**src/rtl/oerf_pkg.sv**
```systemverilog
// shared constants, types and helpers of the overwriting entry ring
package oerf_pkg;

  // ring geometry and field widths
  localparam int DEPTH    = 16;
  localparam int IDX_W    = $clog2(DEPTH);
  localparam int HANDLE_W = 32;
  localparam int SIZE_W   = 16;
  localparam int OFS_W    = 20;
  localparam int ENTRY_W  = HANDLE_W + SIZE_W;
  // running size total over the whole ring, and the width it is compared at
  localparam int ACC_W    = SIZE_W + IDX_W;
  localparam int CMP_W    = (ACC_W + 1 > OFS_W) ? ACC_W + 1 : OFS_W;

  // command codes
  localparam logic CMD_ADD  = 1'b0;
  localparam logic CMD_FIND = 1'b1;

  // controller states
  typedef enum logic [1:0] {
    ST_IDLE,
    ST_ADD,
    ST_FIND
  } state_t;

  // controller to datapath commands
  typedef struct packed {
    logic load;
    logic add_wr;
    logic find_step;
    logic sel_walk;
  } ctl_t;

  // datapath to controller status
  typedef struct packed {
    logic hit;
    logic last;
  } sts_t;

  // ring index increment with wrap
  function automatic logic [IDX_W-1:0] ring_next(input logic [IDX_W-1:0] i);
    logic [IDX_W-1:0] r;
    if (i == IDX_W'(DEPTH - 1)) begin
      r = '0;
    end else begin
      r = i + 1'b1;
    end
    return r;
  endfunction

endpackage

```
**src/rtl/overwriting_entry_ring_with_offset_find.sv**
```systemverilog
// top level of the overwriting entry ring with find by character offset
//
// A command beat is taken when start is high and busy is low. An add reads
// the oldest entry from the entry ram while the command is taken, and the
// new entry is written in the next cycle. A find first primes the ram read,
// then walks the ring slots one by one from the oldest entry, ending at the
// first entry whose span covers the offset or after all DEPTH slots; the
// walk is paced by the single ram read port. Every command gives exactly one
// result, shown on the out_ ports for one cycle with out_valid high, in the
// cycle after the last busy cycle. The receiver cannot stall, so a result
// not taken in that cycle is lost. Reset clears the ring at once through
// per-slot valid flops; no clearing pass is needed.
module overwriting_entry_ring_with_offset_find (
  input  logic                          clk,
  input  logic                          rst_n,
  input  logic                          start,
  output logic                          busy,
  input  logic                          in_cmd,
  input  logic [oerf_pkg::HANDLE_W-1:0] in_entry_handle,
  input  logic [oerf_pkg::SIZE_W-1:0]   in_entry_size,
  input  logic [oerf_pkg::OFS_W-1:0]    in_char_offset,
  output logic                          out_valid,
  output logic                          out_found,
  output logic [oerf_pkg::HANDLE_W-1:0] out_hit_handle,
  output logic [oerf_pkg::SIZE_W-1:0]   out_hit_size,
  output logic [oerf_pkg::SIZE_W-1:0]   out_byte_within,
  output logic                          out_replaced_valid,
  output logic [oerf_pkg::HANDLE_W-1:0] out_replaced_handle
);
  import oerf_pkg::*;

  ctl_t ctl;
  sts_t sts;

  // sequencer
  oerf_ctrl u_ctrl (
    .clk    (clk),
    .rst_n  (rst_n),
    .start  (start),
    .in_cmd (in_cmd),
    .sts    (sts),
    .ctl    (ctl),
    .busy   (busy)
  );

  // storage and walk datapath
  oerf_dp u_dp (
    .clk                 (clk),
    .rst_n               (rst_n),
    .ctl                 (ctl),
    .sts                 (sts),
    .in_entry_handle     (in_entry_handle),
    .in_entry_size       (in_entry_size),
    .in_char_offset      (in_char_offset),
    .out_valid           (out_valid),
    .out_found           (out_found),
    .out_hit_handle      (out_hit_handle),
    .out_hit_size        (out_hit_size),
    .out_byte_within     (out_byte_within),
    .out_replaced_valid  (out_replaced_valid),
    .out_replaced_handle (out_replaced_handle)
  );

endmodule

```
**src/rtl/oerf_ram.sv**
```systemverilog
// generic simple dual port ram with registered read
module oerf_ram #(
  parameter int WIDTH = 8,
  parameter int DEPTH = 16
) (
  input  logic                     clk,
  input  logic                     we,
  input  logic [$clog2(DEPTH)-1:0] waddr,
  input  logic [WIDTH-1:0]         wdata,
  input  logic [$clog2(DEPTH)-1:0] raddr,
  output logic [WIDTH-1:0]         rdata
);

  logic [WIDTH-1:0] mem [DEPTH];

  // write port and registered read, read returns old data on a collision
  always_ff @(posedge clk) begin
    if (we) begin
      mem[waddr] <= wdata;
    end
    rdata <= mem[raddr];
  end

endmodule

```
**src/rtl/oerf_ctrl.sv**
```systemverilog
// command sequencer of the overwriting entry ring
module oerf_ctrl (
  input  logic          clk,
  input  logic          rst_n,
  input  logic          start,
  input  logic          in_cmd,
  input  oerf_pkg::sts_t sts,
  output oerf_pkg::ctl_t ctl,
  output logic          busy
);
  import oerf_pkg::*;

  state_t state_r, state_nxt;

  // state register
  always_ff @(posedge clk) begin
    if (!rst_n) begin
      state_r <= ST_IDLE;
    end else begin
      state_r <= state_nxt;
    end
  end

  // next state
  always_comb begin
    state_nxt = state_r;
    case (state_r)
      ST_IDLE: begin
        if (start) begin
          state_nxt = (in_cmd == CMD_FIND) ? ST_FIND : ST_ADD;
        end
      end
      ST_ADD: begin
        state_nxt = ST_IDLE;
      end
      ST_FIND: begin
        if (sts.hit || sts.last) begin
          state_nxt = ST_IDLE;
        end
      end
      default: begin
        state_nxt = ST_IDLE;
      end
    endcase
  end

  // commands
  always_comb begin
    ctl       = '0;
    busy      = 1'b1;
    case (state_r)
      ST_IDLE: begin
        busy     = 1'b0;
        ctl.load = start;
      end
      ST_ADD: begin
        ctl.add_wr = 1'b1;
      end
      ST_FIND: begin
        ctl.find_step = 1'b1;
        ctl.sel_walk  = 1'b1;
      end
      default: begin
        busy = 1'b0;
      end
    endcase
  end

endmodule

```
**src/rtl/oerf_dp.sv**
```systemverilog
// ring storage, index registers, size walk and result register
module oerf_dp (
  input  logic                            clk,
  input  logic                            rst_n,
  input  oerf_pkg::ctl_t                  ctl,
  output oerf_pkg::sts_t                  sts,
  input  logic [oerf_pkg::HANDLE_W-1:0]   in_entry_handle,
  input  logic [oerf_pkg::SIZE_W-1:0]     in_entry_size,
  input  logic [oerf_pkg::OFS_W-1:0]      in_char_offset,
  output logic                            out_valid,
  output logic                            out_found,
  output logic [oerf_pkg::HANDLE_W-1:0]   out_hit_handle,
  output logic [oerf_pkg::SIZE_W-1:0]     out_hit_size,
  output logic [oerf_pkg::SIZE_W-1:0]     out_byte_within,
  output logic                            out_replaced_valid,
  output logic [oerf_pkg::HANDLE_W-1:0]   out_replaced_handle
);
  import oerf_pkg::*;

  // ring state
  logic [IDX_W-1:0]    wr_idx_r, wr_idx_nxt;
  logic [IDX_W-1:0]    rd_idx_r, rd_idx_nxt;
  logic                full_r, full_nxt;
  logic [DEPTH-1:0]    valid_r, valid_nxt;
  // latched command beat
  logic [HANDLE_W-1:0] handle_r;
  logic [SIZE_W-1:0]   size_r;
  logic [OFS_W-1:0]    offset_r;
  // walk state
  logic [IDX_W-1:0]    walk_idx_r, walk_idx_nxt;
  logic [IDX_W-1:0]    eval_idx_r, eval_idx_nxt;
  logic [IDX_W-1:0]    cnt_r, cnt_nxt;
  logic [ACC_W-1:0]    acc_r, acc_nxt;
  // result register
  logic                out_valid_r;
  logic                found_r;
  logic [HANDLE_W-1:0] hit_handle_r;
  logic [SIZE_W-1:0]   hit_size_r;
  logic [SIZE_W-1:0]   byte_within_r;
  logic                repl_valid_r;
  logic [HANDLE_W-1:0] repl_handle_r;

  // ram ports
  logic [IDX_W-1:0]    raddr;
  logic [ENTRY_W-1:0]  rdata;
  logic [HANDLE_W-1:0] rd_handle;
  logic [SIZE_W-1:0]   rd_size;

  // walk compare
  logic [CMP_W-1:0]    acc_ext;
  logic [CMP_W-1:0]    sum_ext;
  logic [CMP_W-1:0]    ofs_ext;
  logic [CMP_W-1:0]    diff_ext;
  logic                ev_valid;
  logic                hit;
  logic                last;
  logic                find_done;

  // entry store, handle and size side by side
  assign raddr = ctl.sel_walk ? walk_idx_r : rd_idx_r;

  oerf_ram #(
    .WIDTH (ENTRY_W),
    .DEPTH (DEPTH)
  ) u_ram (
    .clk   (clk),
    .we    (ctl.add_wr),
    .waddr (wr_idx_r),
    .wdata ({handle_r, size_r}),
    .raddr (raddr),
    .rdata (rdata)
  );

  assign rd_handle = rdata[ENTRY_W-1:SIZE_W];
  assign rd_size   = rdata[SIZE_W-1:0];

  // span check of the entry read back this cycle
  assign acc_ext   = CMP_W'(acc_r);
  assign sum_ext   = acc_ext + CMP_W'(rd_size);
  assign ofs_ext   = CMP_W'(offset_r);
  assign diff_ext  = ofs_ext - acc_ext;
  assign ev_valid  = valid_r[eval_idx_r];
  assign hit       = ev_valid && (sum_ext > ofs_ext);
  assign last      = (cnt_r == IDX_W'(DEPTH - 1));
  assign find_done = ctl.find_step && (hit || last);

  assign sts.hit  = hit;
  assign sts.last = last;

  // ring index and valid update
  always_comb begin
    wr_idx_nxt = wr_idx_r;
    rd_idx_nxt = rd_idx_r;
    full_nxt   = full_r;
    valid_nxt  = valid_r;
    if (ctl.add_wr) begin
      wr_idx_nxt = ring_next(wr_idx_r);
      if (full_r) begin
        rd_idx_nxt = ring_next(rd_idx_r);
      end else begin
        valid_nxt[wr_idx_r] = 1'b1;
        full_nxt            = (ring_next(wr_idx_r) == rd_idx_r);
      end
    end
  end

  always_ff @(posedge clk) begin
    if (!rst_n) begin
      wr_idx_r <= '0;
      rd_idx_r <= '0;
      full_r   <= 1'b0;
      valid_r  <= '0;
    end else begin
      wr_idx_r <= wr_idx_nxt;
      rd_idx_r <= rd_idx_nxt;
      full_r   <= full_nxt;
      valid_r  <= valid_nxt;
    end
  end

  // command latch
  always_ff @(posedge clk) begin
    if (ctl.load) begin
      handle_r <= in_entry_handle;
      size_r   <= in_entry_size;
      offset_r <= in_char_offset;
    end
  end

  // walk pointers and running total
  always_comb begin
    walk_idx_nxt = walk_idx_r;
    eval_idx_nxt = eval_idx_r;
    cnt_nxt      = cnt_r;
    acc_nxt      = acc_r;
    if (ctl.load) begin
      eval_idx_nxt = rd_idx_r;
      walk_idx_nxt = ring_next(rd_idx_r);
      cnt_nxt      = '0;
      acc_nxt      = '0;
    end else if (ctl.find_step) begin
      eval_idx_nxt = walk_idx_r;
      walk_idx_nxt = ring_next(walk_idx_r);
      cnt_nxt      = cnt_r + 1'b1;
      if (ev_valid) begin
        acc_nxt = ACC_W'(sum_ext);
      end
    end
  end

  always_ff @(posedge clk) begin
    walk_idx_r <= walk_idx_nxt;
    eval_idx_r <= eval_idx_nxt;
    cnt_r      <= cnt_nxt;
    acc_r      <= acc_nxt;
  end

  // result strobe
  always_ff @(posedge clk) begin
    if (!rst_n) begin
      out_valid_r <= 1'b0;
    end else begin
      out_valid_r <= ctl.add_wr || find_done;
    end
  end

  // result payload, unused fields forced to zero
  always_ff @(posedge clk) begin
    if (ctl.add_wr) begin
      found_r       <= 1'b0;
      hit_handle_r  <= '0;
      hit_size_r    <= '0;
      byte_within_r <= '0;
      repl_valid_r  <= full_r;
      repl_handle_r <= full_r ? rd_handle : '0;
    end else if (find_done) begin
      found_r       <= hit;
      hit_handle_r  <= hit ? rd_handle : '0;
      hit_size_r    <= hit ? rd_size : '0;
      byte_within_r <= hit ? diff_ext[SIZE_W-1:0] : '0;
      repl_valid_r  <= 1'b0;
      repl_handle_r <= '0;
    end
  end

  assign out_valid           = out_valid_r;
  assign out_found           = found_r;
  assign out_hit_handle      = hit_handle_r;
  assign out_hit_size        = hit_size_r;
  assign out_byte_within     = byte_within_r;
  assign out_replaced_valid  = repl_valid_r;
  assign out_replaced_handle = repl_handle_r;

endmodule

```
**config.mk**
```make
export PLATFORM = sky130hd
export DESIGN_NAME = overwriting_entry_ring_with_offset_find
export DESIGN_NICKNAME = d
export VERILOG_FILES = /design/src/rtl/oerf_pkg.sv /design/src/rtl/overwriting_entry_ring_with_offset_find.sv /design/src/rtl/oerf_ram.sv /design/src/rtl/oerf_ctrl.sv /design/src/rtl/oerf_dp.sv
export SDC_FILE = /design/constraint.sdc
export NUM_CORES = 1
export LEC_CHECK = 0
export BUFFER_PORTS_ARGS = -buffer_cell sky130_fd_sc_hd__buf_2
export CORE_ASPECT_RATIO = 0.8
export CORE_MARGIN = 10
export CORE_UTILIZATION = 47
export CTS_CLUSTER_SIZE = 40
export DETAILED_ROUTE_END_ITERATION = 7
export PLACE_DENSITY = 0.63
export SYNTH_ARGS = -nofsm -noshare
export SYNTH_HDL_FRONTEND = slang
export SYNTH_HIERARCHICAL = 1
export SYNTH_SLANG_ARGS = --single-unit
export TNS_END_PERCENT = 10
```
**constraint.sdc**
```tcl
create_clock -name clk -period 12.4 [get_ports clk]
set_input_delay 1.86 -clock clk [delete_from_list [all_inputs] [get_ports clk]]
set_output_delay 1.86 -clock clk [all_outputs]
set_load 0.05 [all_outputs]
```
# Word-level counts from Yosys, hierarchy flattened
# Memory sizes are Yosys's and may differ from the RTL's. A register that Yosys moved wholly into a read port is not among the register bits.
# Index checks and enable logic that the tools add are counted.
totals:
  reg_bits: 226
  latchBits: 0
  ram_bits: 768
  mem_bits_ro: 0
  input_bits: 72
  output_inout_bits: 100
  elab_cells: 87
  mem_count: 1
op_classes:
  n_addsub: 6
  multipliers: 0
  div: 0
  order_cmp: 4
  n_eq_ne: 9
  shifts: 0
  muxes: 33
  n_bitwise: 2
  n_reduce_logical: 13
memory_table:
  columns: ["memory", "words", "word_bits", "read_ports", "rd_ports_with_merged_regs", "wr", "line", "rtl"]
  rows:
  - ["u_dp.u_ram.mem", 16, 48, 1, 1, 1, "oerf_ram.sv:14", "logic [WIDTH-1:0] mem [DEPTH];"]
op_table:
  columns: ["cell", "n"]
  rows:
  - ["$mux W32", 4]
  - ["$mux W4", 10]
  - ["$mux W16", 2]
  - ["$add A20 B16 Y21", 1]
  - ["$gt A21 B20 Y1", 1]
  - ["$add A4 B1 Y4 const B", 4]
  - ["$eq A4 B4 Y1 const B", 4]
  - ["$or A16 B16 Y16", 1]
  - ["$sub A16 B16 Y16", 1]
  - ["$lt A4 B5 Y1 const B", 2]
  - ["$mux W1", 10]
  - ["$mux W2", 4]
  - ["$reduce_and A2 Y1", 4]
  - ["$bmux W1 S4", 1]
  - ["$demux W1 S4", 1]
  - ["$eq A4 B4 Y1", 1]
  - ["$ge A4 B1 Y1 const B", 1]
  - ["$pmux W2 S2", 1]
  - ["$reduce_bool A2 Y1", 2]
  - ["$logic_and A1 B1 Y1", 3]
  - ["$eq A2 B1 Y1 const B", 1]
  - ["$eq A2 B2 Y1 const B", 1]
  - ["$logic_not A2 Y1", 1]
  - ["$logic_or A1 B1 Y1", 2]
  - ["other kinds (4)", 4]

# Longest topological paths before layout
# Gate-level depths: netlist of run 1.
logic_depth:
  ltp_word: 7
  depth_mapped: 21

# Modules after synthesis
# The synthesis of run 1 kept the hierarchy.
by_module_without_submodules:
  columns: ["mod", "instances", "cells_per_inst", "area_each_um2", "seq_area_each_um2"]
  rows:
  - ["oerf_ram", 1, 1242, 29694.7, 24023.0]
  - ["oerf_dp", 1, 827, 9893.2, 5575.3]
  - ["oerf_ctrl", 1, 18, 165.2, 40.0]

# Worst setup path before layout of run 1
# Ideal clock, no wire load.
synth_timing:
  kind: "register to register"
  startpoint: "register u_ctrl.state_r[1]"
  endpoint: "memory u_dp/u_ram/mem[0][0] (netlist bit), enable pin"
  t_arrival_ns: 4.463
  required_time_ns: 11.887
  slack_ns: 7.425
  path_stages_with_launch: 5
  n_path_buf: 0
  path_cell_list: "dfxtp_1 > inv_1 > ha_1 > or3b_2 > nor3_1"
synth_lines:
  columns: ["item", "line", "rtl"]
  rows:
  - ["start, declared", "oerf_ctrl.sv:13", "state_t state_r, state_nxt;"]
  - ["start signal, assigned", "oerf_ctrl.sv:20", "state_r <= state_nxt;"]
  - ["end, declared", "oerf_ram.sv:14", null]

# Worst setup path after layout of run 1
layout_timing:
  startpoint: "register u_dp.acc_r[0]"
  endpoint: "register u_dp.repl_handle_r[30] (netlist: u_dp/out_replaced_handle[30]), enable pin"
layout_via:
  elab_chain_len: 6
layout_lines:
  columns: ["item", "line", "rtl"]
  rows:
  - ["start, declared", "oerf_dp.sv:33", "logic [ACC_W-1:0] acc_r, acc_nxt;"]
  - ["start signal, assigned", "oerf_dp.sv:155", "acc_r <= acc_nxt;"]
  - ["$add A20 B16 Y21", "oerf_dp.sv:79", "assign sum_ext = acc_ext + CMP_W'(rd_size);"]
  - ["net u_dp.sum_ext[12]", "oerf_dp.sv:51", "logic [CMP_W-1:0] sum_ext;"]
  - ["$gt A21 B20 Y1", "oerf_dp.sv:83", "assign hit = ev_valid && (sum_ext > ofs_ext);"]
  - ["$logic_and A1 B1 Y1", "oerf_dp.sv:83", null]
  - ["$logic_or A1 B1 Y1", "oerf_dp.sv:85", "assign find_done = ctl.find_step && (hit || last);"]
  - ["$logic_and A1 B1 Y1", "oerf_dp.sv:85", null]
  - ["$reduce_bool A2 Y1 (no source line)", null, null]
  - ["end signal, assigned", "oerf_dp.sv:175", "repl_handle_r <= full_r ? rd_handle : '0;"]
  - ["end, declared", "oerf_dp.sv:41", "logic [HANDLE_W-1:0] repl_handle_r;"]
# The timed path passes the listed nets, and every way through them passes these cells.
# A chain may end at the register's enable or synchronous reset.

==> results.py, run 1 <==
metrics = {
    "run_status": {
        "status": "finished clean",
    },
    "setup_path": {
        "worst_ep_required_time_ns": 12.60,
        "cpMostUsedCell": "ha_1",
        "crit_path_top_delay_cell": "o221a_4",
        "startpoint_type": "flip-flop",
        "cpPeakStageDelay_ns": 1.04,
        "worstPathCellList": "ha_1 > inv_1 > fa_1 > nand2b_1 > a21oi_2 > o41a_1 > a31o_2 > a21boi_0 > xnor2_1 > ha_1 > nand4_1 > nor3_1 > o31ai_1 > a31o_1 > a21oi_1 > o21ai_1 > o221a_4 > inv_2",
        "crit_fanout": 67,
        "crit_path_end_kind": "flip-flop",
        "crit_buf_inv": 2,
        "crit_arrival_ns": 5.94,
        "path_delay_family": "compound AO/OA/AOI/OAI gates",
        "path_class": "reg -> reg",
    },
    "cts": {
        "htree_num_levels": 3,
        "cts_setup_buffers": 0,
        "cts_inserted_buffers": 101,
        "cts_resized": 0,
        "holdBufCountCts": 0,
        "clk_pin_slew_ns": 0.06,
        "cts_tree": "done",
        "cts_sinks": 1042,
        "clockBufferDepth": 3,
        "ctsRootBufferMaster": "clkbuf_16",
        "clk_latency_ns": 0.68,
    },
    "routing": {
        "drt_wl_total_um": 90100,
        "vias": 20100,
        "wl_per_cell_um": 25.8,
        "drt-pass1-iter-count": 5,
        "via_per_inst": 5.75,
        "antenna_left": 0,
        "drc": 0,
        "drt-initial-drc-count": 1809,
    },
    "synthesis": {
        "synth.top_cell.area_share_pct": 66.2,
        "synth_ff_type": "edfxtp_1",
        "synth.most_common_cell": "edfxtp_1",
        "yosysUniqueCellTypes": 68,
        "synthTopCellsByCount": "edfxtp_1, mux4_2, dfxtp_1",
        "synth_area_mm2": 0.0398,
        "synth_top_area_cell": "edfxtp_1",
        "synthTopCellsByArea": "edfxtp_1, mux4_2, dfxtp_1",
        "async_flop_share_pct": 0,
        "synth-seq-area-share_pct": 74.6,
        "syn_avg_cell_area_um2": 19.0,
        "synth_edf_count": 877,
        "yosysWarningCount": 6,
        "ys_seq_elements": 1042,
        "synthCells": 2087,
        "syn_nets": 2222,
    },
    "timing": {
        "max_slew_margin_pct": 17.9,
        "setup_viol": 0,
        "min_period_ns": 5.74,
        "worst_pin_slew_ns": 1.23,
        "fmax_mhz": 174,
        "skew_ns": 0.0639,
        "rsz0062_at_grt": "false",
        "fin_crit_sh_pct": 46.3,
        "slew_violations": 0,
        "fin_setup_tns_ns": 0,
        "hold_viol": 0,
    },
    "cells_and_area": {
        "area_delta_synth_final_pct": 14.1,
        "nNetsFinal": 2425,
        "stdcell_area_mm2": 0.0454,
        "drive_gt1_share_pct": 25.5,
    },
    "global_route": {
        "grt_max_degree": 82,
        "globalRouteOverflowTotal": 0,
        "grt_pass1_vias": 20800,
        "grtUsageTotal_pct": 18.4,
        "antenna_found_initial": 4,
        "grt_pass1_wl_um": 135000,
    },
    "die": {
        "row_count": 95,
        "die_y_um": 280,
        "boundaryPins": 172,
        "die_x_um": 345,
        "dieArea_mm2": 0.0967,
        "core_mm2": 0.0839,
        "start_util_pct": 47.4,
    },
    "power": {
        "power_density_mw_per_mm2": 168,
        "ir_drop_uv": 114,
        "leakage_uw": 0.0153,
    },
    "min_path": {
        "min_path_type": "reg -> reg",
    },
    "place": {
        "placed_area_mm2": 0.0418,
        "dp_hpwl_um": 45700,
        "place.gp.congestion": 0.796,
        "port-buffer-count": 171,
    },
    "flow_run": {
        "drv_cap": 0,
    },
}
-- report_power, final --
part / switching (uW) / internal (uW) / total, uW
clock: 1310 / 1870 / 3180
combinational: 268 / 176 / 444
sequential: 83.6 / 3890 / 3980
-- flip-flops by register name (all words and copies together) (netlist names) --
register	cells
u_dp/valid_r	16
u_dp/out_found	1
u_dp/out_byte_within	16
u_dp/full_r	1
u_dp/walk_idx_r	4
u_dp/wr_idx_r	4
u_dp/u_ram/rdata	48
u_ctrl/state_r	2
u_dp/u_ram/mem	768
u_dp/cnt_r	4
u_dp/out_replaced_handle	32
u_dp/offset_r	20
u_dp/out_hit_handle	32
u_dp/handle_r	32
u_dp/rd_idx_r	4
u_dp/out_replaced_valid	1
u_dp/size_r	16
u_dp/acc_r	20
u_dp/out_hit_size	16
u_dp/out_valid	1
u_dp/eval_idx_r	4
-- logic make-up after synthesis --
logic type,share of synthesized area [%]
compound gates,5.65
xor+xnor,0.925
fa+ha+maj,2.02
buf+inv,1.93
flops,74.6
mux,11.7
simple gates,3.19
-- final timing paths --
path                   startpoint                           end  slack (ns)  cells past startpoint
setup / recovery    u_dp/acc_r[0]  u_dp/out_replaced_handle[30]        6.66                     18
hold reg to reg   u_dp/valid_r[6]               u_dp/valid_r[6]        0.46                      1
setup reg to reg    u_dp/acc_r[0]  u_dp/out_replaced_handle[30]        6.66                     18
hold / removal    u_dp/valid_r[6]               u_dp/valid_r[6]        0.46                      1
-- placed cells by master (no fill, tap or decap), drive strengths merged, types with 3 or more instances in the layout --
cell	n
nor3	14
and2	7
a22o	63
nor2b	15
inv	60
o21ai	20
a21o	14
nand2	90
mux4	196
mux2	10
nor4	4
buf	200
clkbuf	131
dfxtp	165
clkinv	36
xnor2	27
a21oi	36
nor2	64
xor2	15
a31oi	5
nand3	15
bufinv	12
a22oi	96
ha	61
edfxtp	877
o211ai	6
a211oi	7
clkinvlp	6
a21boi	5
and3	33
nand2b	11
nand4	4
o21a	24
mux2i	14
a31o	3
-- routing by layer --
layer | up-vias | track usage, % | share of wire [%]
li1 | 8816 | - | -
met1 | 10500 | 25.4 | 43
met2 | 660 | 30.1 | 48
met3 | 117 | 3.56 | 6.7
met4 | 2 | 4.52 | 1.8
met5 | - | 0 | 0.014
-- area by class of cell --
cell class	count	area [um^2]
repair buffers	200	1070
multi-input cells	890	9520
flip-flops and latches	1042	29600
fillers	6584	38600
clock inverters	59	701
diodes	1	2.50
clock buffers	131	2830
well taps	1115	1400
inverters	55	206
-- metrics by stage --
step	utilization, %	setup slack [ns]	total power [uW]	cells	hold WS [ns]
floorplan	-	7.42	4340	2087	0.435
global placement	49.9	6.80	4490	3302	0.432
detailed placement	49.9	6.66	4500	3302	0.447
CTS	54.1	6.64	7680	3492	0.462
global route	54.1	6.18	7870	3492	0.482
finish	54.1	6.66	7600	3493	0.463
No activity file was read; power rests on OpenSTA's default activity.
==> run 2: changes to the inputs <==
Settings changed: ABC_AREA set to 1, PLACE_DENSITY 0.63 to 0.65.
Clock period 12.4 ns to 5.2 ns, I/O delays scaled along.
==> results.py, run 2 <==
metrics = {
    "run_status": {
        "status": "finished clean",
    },
    "global_route": {
        "grt_pass1_vias": 27600,
        "antenna_found_initial": 3,
        "grtUsageTotal_pct": 19.7,
        "globalRouteOverflowTotal": 0,
        "grt_pass1_wl_um": 165000,
        "grt_max_degree": 157,
    },
    "routing": {
        "wl_per_cell_um": 18.6,
        "vias": 29200,
        "antenna_left": 0,
        "via_per_inst": 5.08,
        "drc": 0,
        "drt-initial-drc-count": 2598,
        "drt_wl_total_um": 107000,
        "drt-pass1-iter-count": 6,
    },
    "die": {
        "row_count": 100,
        "core_mm2": 0.0936,
        "dieArea_mm2": 0.108,
        "die_x_um": 364,
        "start_util_pct": 47.6,
        "boundaryPins": 172,
        "die_y_um": 295,
    },
    "cts": {
        "cts_inserted_buffers": 101,
        "cts_tree": "done",
        "ctsRootBufferMaster": "clkbuf_16",
        "cts_sinks": 1042,
        "cts_resized": 0,
        "cts_setup_buffers": 0,
        "clk_latency_ns": 0.69,
        "htree_num_levels": 3,
        "clk_pin_slew_ns": 0.06,
        "holdBufCountCts": 0,
        "clockBufferDepth": 3,
    },
    "flow_run": {
        "drv_cap": 0,
    },
    "synthesis": {
        "synthSimpleGateAreaFrac_pct": 18.5,
        "async_flop_share_pct": 0,
        "synthMuxAreaShare_pct": 0.0253,
        "synth_top_area_cell": "edfxtp_1",
        "synth_ff_type": "edfxtp_1",
        "syn_avg_cell_area_um2": 10.3,
        "synth_area_mm2": 0.0446,
        "yosysWarningCount": 6,
        "synth-compound-area-share_pct": 3.11,
        "yosys.area_share.adder_pct": 1.80,
        "synth_edf_count": 877,
        "synthCells": 4311,
        "synthTopCellsByArea": "edfxtp_1, nand2_1, dfxtp_1",
        "synth-seq-area-share_pct": 66.5,
        "syn_nets": 4446,
        "yosysUniqueCellTypes": 52,
        "synth.top_cell.area_share_pct": 59.1,
        "synth-xor-area-share_pct": 0.688,
        "synth_top_family_by_area": "simple AND/OR/NAND/NOR gates",
        "ys_seq_elements": 1042,
        "synthTopCellsByCount": "nand2_1, edfxtp_1, inv_1",
        "synth.most_common_cell": "nand2_1",
    },
    "setup_path": {
        "crit_fanout": 52,
        "crit_path_top_delay_cell": "fa_1",
        "crit_path_end_kind": "flip-flop",
        "cpPeakStageDelay_ns": 0.40,
        "crit_arrival_ns": 4.53,
        "cpMostUsedCell": "nand2_1",
        "startpoint_type": "flip-flop",
        "worst_ep_required_time_ns": 5.53,
        "path_class": "reg -> reg",
    },
    "power": {
        "switchingPower_uw": 4500,
        "p_clk_share_pct": 40.2,
        "ir_drop_uv": 301,
        "internal-power_uw": 14200,
        "power_density_mw_per_mm2": 374,
        "combinationalPowerShare_pct": 8.6,
        "p_seq_share_pct": 51.2,
        "swShare_pct": 24.1,
        "leakage_uw": 0.0211,
    },
    "cells_and_area": {
        "area_delta_synth_final_pct": 11.9,
        "top_regs": "u_dp/u_ram/mem x768, u_dp/u_ram/rdata x48",
        "layout_common_cells": "nand2_1, edfxtp_1, inv_1, nand3_1, buf_2",
        "top_register": "u_dp/u_ram/mem",
        "layout_commonest_cell": "nand2_1",
        "nNetsFinal": 4573,
        "largest_reg_flops": 768,
        "drive_gt1_share_pct": 10.1,
        "fin_util_pct": 53.3,
    },
    "timing": {
        "setup_viol": 0,
        "hold_viol": 0,
        "fmax_mhz": 238,
        "fin_setup_tns_ns": 0,
        "fin_crit_sh_pct": 80.7,
        "max_slew_margin_pct": 15.0,
        "slew_violations": 0,
        "skew_ns": 0.0573,
        "holdWs_ns": 0.270,
        "min_period_ns": 4.19,
        "rsz0062_at_grt": "false",
        "worst_pin_slew_ns": 1.27,
    },
    "place": {
        "dp_hpwl_um": 57800,
        "port-buffer-count": 171,
        "place.gp.congestion": 0.866,
    },
    "min_path": {
        "min_path_type": "in -> reg",
    },
}
[run 2: kinds of logic (layout without fill, tap and decap cells)]
group | Yosys count | after routing
multiplexers | 1 | 1
XOR/XNOR | 35 | 35
buffers and inverters | 987 | 1200
AND/OR/NAND/NOR | 1954 | 1954
AO/OA/AOI/OAI | 229 | 229
flip-flops | 1042 | 1042
adder cells (fa/ha/maj) | 63 | 63
other | 0 | 1
[run 2: power by group through the flow]
stage	sequential, uW	clock [uW]	combinational, uW
final	9560	7500	1600
after global routing	9590	7990	1790
after CTS	9560	7640	1610
after detailed placement	9740	0	1600
after global placement	9730	0	1590
after floorplan	9830	0	996
[run 2: final timing paths]
path | depth (start not counted) | startpoint | slack, ns | to
worst max-delay path | 25 | u_dp/acc_r[0] | 1.01 | u_dp/out_replaced_handle[12]
worst min-delay path | 1 | in_char_offset[17] | 0.27 | u_dp/offset_r[17]
worst max register to register | 25 | u_dp/acc_r[0] | 1.01 | u_dp/out_replaced_handle[12]
worst min register to register | 2 | u_dp/u_ram/rdata[32] | 0.46 | u_dp/out_hit_handle[16]
[run 2: worst max-delay path, delay by kind of cell (launching register included)]
family	cells	cell delay (ns)
adder cells (fa/ha/maj)	3	0.84
buffers and inverters	4	0.48
XOR/XNOR	1	0.23
flip-flops	1	0.35
AO/OA/AOI/OAI	2	0.45
AND/OR/NAND/NOR	15	1.38
[run 2: cell type report]
type	instances	area, um^2
fill	8066	43800
sequential	1042	29600
multi-input combinational	2282	10900
inverter	797	3020
clock buffer	140	2910
tap	1224	1530
timing repair buffer	214	1300
clock inverter	49	528
antenna	1	2.50
[run 2: stage by stage]
step                      std cells  total power (uW)  worst slack, ns  cell area, um^2
after floorplan                4311             10800             1.52            44600
after global placement         5559             11300             1.10            46400
after detailed placement       5559             11300             1.07            46400
after CTS                      5748             18800             1.02            49800
after global routing           5748             19400            0.526            49800
final                          5749             18700             1.01            49800
[run 2: per-layer routing]
layer	part of all wire [%]	track usage, %	vias to the layer above
met3	7.3	3.07	153
met4	1.9	4.71	0
li1	-	-	14200
met5	0	0	-
met1	45	28.0	13800
met2	46	31.6	991
